File: src/rtl/utf8_stream_decoder_core_macros.svh
// Assertion macros for the UTF-8 stream decoder.
`ifndef UTF8_STREAM_DECODER_CORE_MACROS_SVH
`define UTF8_STREAM_DECODER_CORE_MACROS_SVH

// Same-cycle implication, checked only out of reset.
`define U8SD_ASSERT_IMPL(label, clk, rst_n, ante, cons) \
    label: assert property (@(posedge clk) disable iff (!rst_n) (ante) |-> (cons)) \
        else $error("utf8 decoder check failed");

// Next-cycle implication, checked only out of reset.
`define U8SD_ASSERT_NEXT(label, clk, rst_n, ante, cons) \
    label: assert property (@(posedge clk) disable iff (!rst_n) (ante) |=> (cons)) \
        else $error("utf8 decoder check failed");

`endif

File: src/rtl/u8sd_pkg.sv
// Types and constants for the UTF-8 stream decoder.
package u8sd_pkg;

    localparam int unsigned CP_BITS   = 21;
    localparam int unsigned LEN_BITS  = 3;
    localparam int unsigned PEND_BITS = 2;
    localparam int unsigned OUT_CNT_BITS = 16;

    localparam logic [1:0] CONT_TAG = 2'b10;
    localparam logic [2:0] LEAD2_TAG = 3'b110;
    localparam logic [3:0] LEAD3_TAG = 4'b1110;
    localparam logic [4:0] LEAD4_TAG = 5'b11110;

    localparam logic [LEN_BITS-1:0] LEN_ERR = 3'd0;
    localparam logic [LEN_BITS-1:0] LEN_1   = 3'd1;
    localparam logic [LEN_BITS-1:0] LEN_2   = 3'd2;
    localparam logic [LEN_BITS-1:0] LEN_3   = 3'd3;
    localparam logic [LEN_BITS-1:0] LEN_4   = 3'd4;

    typedef struct packed {
        logic [CP_BITS-1:0]      code_point;
        logic [LEN_BITS-1:0]     seq_bytes;
        logic                    decode_error;
        logic                    end_of_text;
        logic [OUT_CNT_BITS-1:0] points_seen;
    } t_result;

endpackage

File: src/rtl/utf8_stream_decoder_core.sv
// UTF-8 stream decoder top level: byte-serial decode with a two-entry result buffer.
//
// Input channel: one raw byte per word on i_in_byte, handshake i_in_valid / o_in_ready.
// Output channel: one decoded word (code point, sequence length, error flag,
// end-of-text flag, running point count) with o_out_valid / i_out_ready.
// A lead byte taken between sequences, or a continuation byte inside a sequence that does not finish it, gives no word.
// Every other byte gives one word, held in the result buffer in the cycle after it is taken.
// Throughput is one byte per cycle while o_in_ready is high: the per-byte decode is a single combinational
// step from the decoder state registers into the result buffer.
// The result buffer holds two words (output register plus skid), so a byte is
// still taken while one word waits; o_in_ready drops only when both are full,
// i.e. after the receiver has stalled with a further word already pending.
// Reset (synchronous, active low) clears the decoder state, the point count
// and both buffer slots; no word is lost or repeated under any stall pattern.
// The point count is COUNT_BITS wide, saturates, and is shown as its low 16 bits.
`include "utf8_stream_decoder_core_macros.svh"

module utf8_stream_decoder_core #(
    parameter int unsigned COUNT_BITS = 16
) (
    input  logic        i_clk,
    input  logic        i_rst_n,
    input  logic        i_in_valid,
    output logic        o_in_ready,
    input  logic [7:0]  i_in_byte,
    output logic        o_out_valid,
    input  logic        i_out_ready,
    output logic [20:0] o_code_point,
    output logic [2:0]  o_seq_bytes,
    output logic        o_decode_error,
    output logic        o_end_of_text,
    output logic [15:0] o_points_seen
);

    logic [u8sd_pkg::PEND_BITS-1:0] r_pending, n_pending;
    logic [u8sd_pkg::CP_BITS-1:0]   r_partial, n_partial;
    logic [u8sd_pkg::LEN_BITS-1:0]  r_length,  n_length;
    logic [COUNT_BITS-1:0]          r_count,   n_count;

    u8sd_pkg::t_result r_out, r_skid, res;
    logic              r_out_valid, r_skid_valid;

    logic                   accept, take, cont, res_valid;
    logic [COUNT_BITS-1:0]  cnt_inc, cnt_shown;
    logic [COUNT_BITS+15:0] cnt_ext;
    logic [u8sd_pkg::PEND_BITS-1:0] pend_dec;

    assign o_in_ready = !r_skid_valid;
    assign accept     = i_in_valid && o_in_ready;
    assign take       = r_out_valid && i_out_ready;

    assign cont     = (i_in_byte[7:6] == u8sd_pkg::CONT_TAG);
    assign cnt_inc  = (r_count == {COUNT_BITS{1'b1}}) ? r_count : r_count + 1'b1;
    assign pend_dec = r_pending - 1'b1;

    // count shown on the word: incremented on success, as gathered on error
    always_comb begin
        cnt_ext = '0;
        cnt_ext[COUNT_BITS-1:0] = cnt_shown;
    end

    always_comb begin
        n_pending = r_pending;
        n_partial = r_partial;
        n_length  = r_length;
        n_count   = r_count;
        res_valid = 1'b0;
        cnt_shown = cnt_inc;
        res.code_point   = '0;
        res.seq_bytes    = u8sd_pkg::LEN_ERR;
        res.decode_error = 1'b0;
        res.end_of_text  = 1'b0;
        if (r_pending != '0) begin
            if (!cont) begin
                res_valid        = 1'b1;
                res.decode_error = 1'b1;
                cnt_shown        = r_count;
                n_count          = '0;
                n_pending        = '0;
                n_partial        = '0;
                n_length         = u8sd_pkg::LEN_ERR;
            end else begin
                n_partial = {r_partial[u8sd_pkg::CP_BITS-7:0], i_in_byte[5:0]};
                n_pending = pend_dec;
                if (pend_dec == '0) begin
                    res_valid      = 1'b1;
                    res.code_point = {r_partial[u8sd_pkg::CP_BITS-7:0], i_in_byte[5:0]};
                    res.seq_bytes  = r_length;
                    n_count        = cnt_inc;
                    n_partial      = '0;
                    n_length       = u8sd_pkg::LEN_ERR;
                end
            end
        end else begin
            priority if (i_in_byte == 8'h00) begin
                res_valid       = 1'b1;
                res.seq_bytes   = u8sd_pkg::LEN_1;
                res.end_of_text = 1'b1;
                n_count         = '0;
            end else if (cont || (i_in_byte[7:3] == 5'b11111)) begin
                res_valid        = 1'b1;
                res.decode_error = 1'b1;
                cnt_shown        = r_count;
                n_count          = '0;
                n_partial        = '0;
                n_length         = u8sd_pkg::LEN_ERR;
            end else if (!i_in_byte[7]) begin
                res_valid      = 1'b1;
                res.code_point = {14'd0, i_in_byte[6:0]};
                res.seq_bytes  = u8sd_pkg::LEN_1;
                n_count        = cnt_inc;
            end else if (i_in_byte[7:5] == u8sd_pkg::LEAD2_TAG) begin
                n_length  = u8sd_pkg::LEN_2;
                n_partial = {16'd0, i_in_byte[4:0]};
                n_pending = 2'd1;
            end else if (i_in_byte[7:4] == u8sd_pkg::LEAD3_TAG) begin
                n_length  = u8sd_pkg::LEN_3;
                n_partial = {17'd0, i_in_byte[3:0]};
                n_pending = 2'd2;
            end else begin
                n_length  = u8sd_pkg::LEN_4;
                n_partial = {18'd0, i_in_byte[2:0]};
                n_pending = 2'd3;
            end
        end
        res.points_seen = cnt_ext[15:0];
    end

    always_ff @(posedge i_clk) begin
        if (!i_rst_n) begin
            r_pending <= '0;
            r_partial <= '0;
            r_length  <= u8sd_pkg::LEN_ERR;
            r_count   <= '0;
        end else if (accept) begin
            r_pending <= n_pending;
            r_partial <= n_partial;
            r_length  <= n_length;
            r_count   <= n_count;
        end
    end

    // output register plus skid slot
    always_ff @(posedge i_clk) begin
        if (!i_rst_n) begin
            r_out_valid  <= 1'b0;
            r_skid_valid <= 1'b0;
        end else begin
            if (take) begin
                if (r_skid_valid) begin
                    r_out_valid  <= 1'b1;
                    r_skid_valid <= 1'b0;
                end else begin
                    r_out_valid <= accept && res_valid;
                end
            end else if (accept && res_valid) begin
                if (r_out_valid) begin
                    r_skid_valid <= 1'b1;
                end else begin
                    r_out_valid <= 1'b1;
                end
            end
        end
    end

    always_ff @(posedge i_clk) begin
        if (take) begin
            if (r_skid_valid) begin
                r_out <= r_skid;
            end else begin
                r_out <= res;
            end
        end else if (accept && res_valid) begin
            if (r_out_valid) begin
                r_skid <= res;
            end else begin
                r_out <= res;
            end
        end
    end

    assign o_out_valid    = r_out_valid;
    assign o_code_point   = r_out.code_point;
    assign o_seq_bytes    = r_out.seq_bytes;
    assign o_decode_error = r_out.decode_error;
    assign o_end_of_text  = r_out.end_of_text;
    assign o_points_seen  = r_out.points_seen;

    `U8SD_ASSERT_IMPL(a_skid_needs_out, i_clk, i_rst_n, r_skid_valid, r_out_valid)
    `U8SD_ASSERT_IMPL(a_err_word_clean, i_clk, i_rst_n, r_out_valid && r_out.decode_error,
        r_out.code_point == '0 && r_out.seq_bytes == u8sd_pkg::LEN_ERR && !r_out.end_of_text)
    `U8SD_ASSERT_IMPL(a_eot_word, i_clk, i_rst_n, r_out_valid && r_out.end_of_text,
        r_out.seq_bytes == u8sd_pkg::LEN_1 && r_out.code_point == '0)
    `U8SD_ASSERT_IMPL(a_pending_len, i_clk, i_rst_n, r_pending != '0,
        r_length >= u8sd_pkg::LEN_2 && {1'b0, r_pending} < r_length)
    `U8SD_ASSERT_NEXT(a_count_clears, i_clk, i_rst_n,
        accept && res_valid && (res.decode_error || res.end_of_text), r_count == '0)

endmodule
File: config.mk
export PLATFORM = sky130hd
export DESIGN_NAME = utf8_stream_decoder_core
export DESIGN_NICKNAME = d
export VERILOG_FILES = /design/src/rtl/u8sd_pkg.sv /design/src/rtl/utf8_stream_decoder_core.sv
export VERILOG_INCLUDE_DIRS = /design/src /design/src/rtl
export SDC_FILE = /design/constraint.sdc
export NUM_CORES = 1
export LEC_CHECK = 0
export BUFFER_PORTS_ARGS = -buffer_cell sky130_fd_sc_hd__clkbuf_2
export CORE_MARGIN = 4
export CORE_UTILIZATION = 30
export DETAILED_ROUTE_END_ITERATION = 6
export PLACE_DENSITY = 0.42
export SLEW_MARGIN = 10
export SYNTH_ARGS = -nofsm -noshare
export SYNTH_HDL_FRONTEND = slang
export SYNTH_SLANG_ARGS = --single-unit
File: constraint.sdc
create_clock -name i_clk -period 15.05 [get_ports i_clk]
set_input_delay 0 -clock i_clk [delete_from_list [all_inputs] [get_ports i_clk]]
set_output_delay 0 -clock i_clk [all_outputs]
set_load 0.05 [all_outputs]
==> impl_metrics.tcl <==
set metrics [dict create \
    ant_nets 0 \
    crit_path_cell_trace "inv_1 -> ha_1 -> nor3b_1 -> buf_4 -> a311o_2 -> clkinv_2 -> nor4_1 -> mux2_4 -> mux2_2" \
    path_max_fanout 20 \
    drv_cap 0 \
    power.leakage_nw 2.53 \
    syn_nets 486 \
    post-route-util_pct 36.7 \
    post_cts_buffers 0 \
    cp-start-kind "flop" \
    first_pass_iters 5 \
    power_density_nw_per_um2 140 \
    wl_per_cell_um 17.3 \
    overflow 0 \
    grtUsageTotal_pct 13.3 \
    cts_sinks 122 \
    min_period_ns 3.09 \
    via_count 3865 \
    antenna_found_initial 0 \
    grt_pass1_vias 3757 \
    synth_edf_count 84 \
    grt_pass1_wl_um 21400 \
    fp.dieH_um 145 \
    synthArstFlopShare_pct 0 \
    synth_area_per_cell_um2 11.9 \
    clkTransAtPathRegs_ns 0.06 \
    port_buffers 55 \
    synth-seq-cells 122 \
    crit_path_top_delay_cell "nor4_1" \
    clockBufferDepth 2 \
    finClkSkew_ns 0.00642 \
    cp.arrival_ns 3.25 \
    drive_gt1_share_pct 27.2 \
    synth_area_um2 5610 \
    fmax_mhz 324 \
    drtIter0Drc 340 \
    hold_path_class "input port to flop" \
    yosysWarnings 0 \
    cts_tree "done" \
    fin_tns_setup_ns 0 \
    fp.coreArea_um2 18200 \
    synth_ff_type "edfxtp_1" \
    max-slew-margin-rel_pct 39.7 \
    slew_violations 0 \
    post-route-period-util_pct 20.5 \
    setup_viol 0 \
    crit_type "flop to flop" \
    drc 0 \
    area_delta_synth_final_pct 19.2 \
    crit_family "simple AND/OR/NAND/NOR gates" \
    root_buffer "clkbuf_16" \
    synthCells 471 \
    initial_core_util_pct 30.8 \
    crit_path_max_incr_delay_ns 0.43 \
    cp.buffers_inverters 3 \
    viasPerCell 5.07 \
    synth_cell_types 61 \
    grt_start_max_net_pins 43 \
    nets 535 \
    gp_congestion 0.816 \
    cts_buffers 17 \
    hpwlAfterDp_um 8550 \
    worst_pin_slew_ns 0.905 \
    critical_path_required_ns 15.21 \
    multiInputGateArea_um2 2150 \
    antennaDiodeCount 0 \
    fin_total_pwr_uw 939 \
    fp.dieArea_um2 21000 \
    rows 49 \
    dieWidth_um 145 \
    h-tree-depth 4 \
    ir_drop_mv 0.0751 \
    register_area_um2 3280 \
    num_io_pins 56 \
    fillers 1779 \
    rsz0062_at_grt "no" \
    insertion_delay_ns 0.41 \
    ys_seq_area_share_pct 58.5 \
    endpoint_kind "flop" \
    wirelength_um 13200 \
    status "complete, no violations" \
    hold_viol 0 \
]
## kinds of logic after synthesis
family | Yosys count | share of synthesized area [%]
and+or+nand+nor | 155 | 15.8
muxes | 41 | 8.36
DFF | 122 | 58.5
AOI/OAI and AO/OA | 97 | 11.5
buffers and inverters | 43 | 3.70
xor gates and xnor gates | 10 | 1.56
adders and majority gates | 3 | 0.669
## worst reg2reg max path, delay by kind of cell (launching register included)
family          cells  cell delay [ns]
fa+ha+maj           1             0.36
flops               1             0.36
simple gates        2             0.68
compound gates      1             0.25
buf+inv             3             0.58
mux                 2             0.60
## area by class of cell
| class | instances | area share, % |
|---|---|---|
| inverter | 10 | 0.580 |
| sequential | 122 | 49.1 |
| multi-input combinational | 306 | 32.2 |
| tap | 229 | 4.28 |
| clock inverter | 14 | 2.32 |
| clock buffer | 18 | 6.42 |
| timing repair buffer | 63 | 5.16 |
## stage by stage
step / worst slack [ns] / instances / instance area (um^2) / hold slack, ns
6_report: 11.96 / 762 / 6690 / 0.0175
5_1_grt: 11.66 / 762 / 6690 / 0.0387
4_1_cts: 11.99 / 762 / 6680 / 0.00120
3_5_place_dp: 12.02 / 726 / 6060 / 0.308
3_3_place_gp: 12.08 / 726 / 6060 / 0.300
2_1_floorplan: 10.01 / 471 / 5610 / 0.171
## power breakdown
part | leakage, nW | switching, mW | total, mW | internal (mW)
Combinational | 1.14 | 0.106 | 0.139 | 0.0332
Clock | 0.284 | 0.148 | 0.405 | 0.258
Sequential | 1.11 | 0.00939 | 0.395 | 0.386
Total | 2.53 | 0.263 | 0.939 | 0.676
## metal layers
| layer | share of wire (%) | vias to the layer above | routed length, um | global-route usage, % |
|---|---|---|---|---|
| met5 | 0 | - | 0 | 0 |
| met4 | 1.8 | 0 | 244 | 5.79 |
| met3 | 4.5 | 20 | 593 | 3.68 |
| met2 | 42 | 83 | 5510 | 18.4 |
| met1 | 52 | 1886 | 6860 | 19.4 |
| li1 | - | 1876 | - | - |
## placed cells by master (no fill, tap or decap), types with 9 or more instances in the layout
cell        n
dfxtp_1    38
nand3_1    12
clkbuf_2   55
nor3_1     10
and3_1     21
a22oi_1    13
a21oi_1    25
nand2_1    33
inv_1       9
nor2b_1    15
clkbuf_16  17
edfxtp_1   84
o21ai_0    17
mux2_2     39
nor2_1     17
a31oi_1     9
and2_1     10
## flip-flops by register name, summed over array words and instances, names as in the netlist
signal,count
r_skid,42
r_count,16
r_skid_valid,1
r_length,3
o_seq_bytes,3
o_end_of_text,1
o_out_valid,1
o_points_seen,16
r_pending,2
o_decode_error,1
o_code_point,21
r_partial,15
## what timing repair did
action                                 CTS  global route
gates resized for setup                  0             0
endpoints found under the hold margin    6             0
hold buffers                             4             0
## synthesized netlist by cell type (all sizes together), types with 3 or more instances
cell	count	area, um^2
edfxtp	84	2520
mux2	41	469
dfxtp	38	761
nand2	34	130
a21oi	26	134
and3	21	131
o21ai	20	104
clkbuf	18	68.8
nor2	18	70.1
buf	15	100
nand3	15	85.1
nor2b	15	93.8
a22oi	13	97.6
nor3	11	55.1
and2	10	62.6
a31oi	9	56.3
inv	9	33.8
xor2	8	70.1
nand4	7	58.8
a21boi	6	45.0
nand2b	5	31.3
and4	4	35.0
nor4	4	40.0
ha	3	37.5
or4	3	22.5
## final timing paths
| path | startpoint | endpoint | slack, ns | cells past startpoint |
|---|---|---|---|---|
| max | r_pending[0]$_SDFFE_PN0P_ | o_points_seen[15]$_DFFE_PP_ | 11.96 | 9 |
| min | i_in_byte[3] | r_skid[24]$_DFFE_PP_ | 0.02 | 2 |
| max reg2reg | r_pending[0]$_SDFFE_PN0P_ | o_points_seen[15]$_DFFE_PP_ | 11.96 | 9 |
| min reg2reg | r_pending[0]$_SDFFE_PN0P_ | r_pending[0]$_SDFFE_PN0P_ | 0.50 | 2 |
Note: power is estimated with default switching activity, not from simulation.
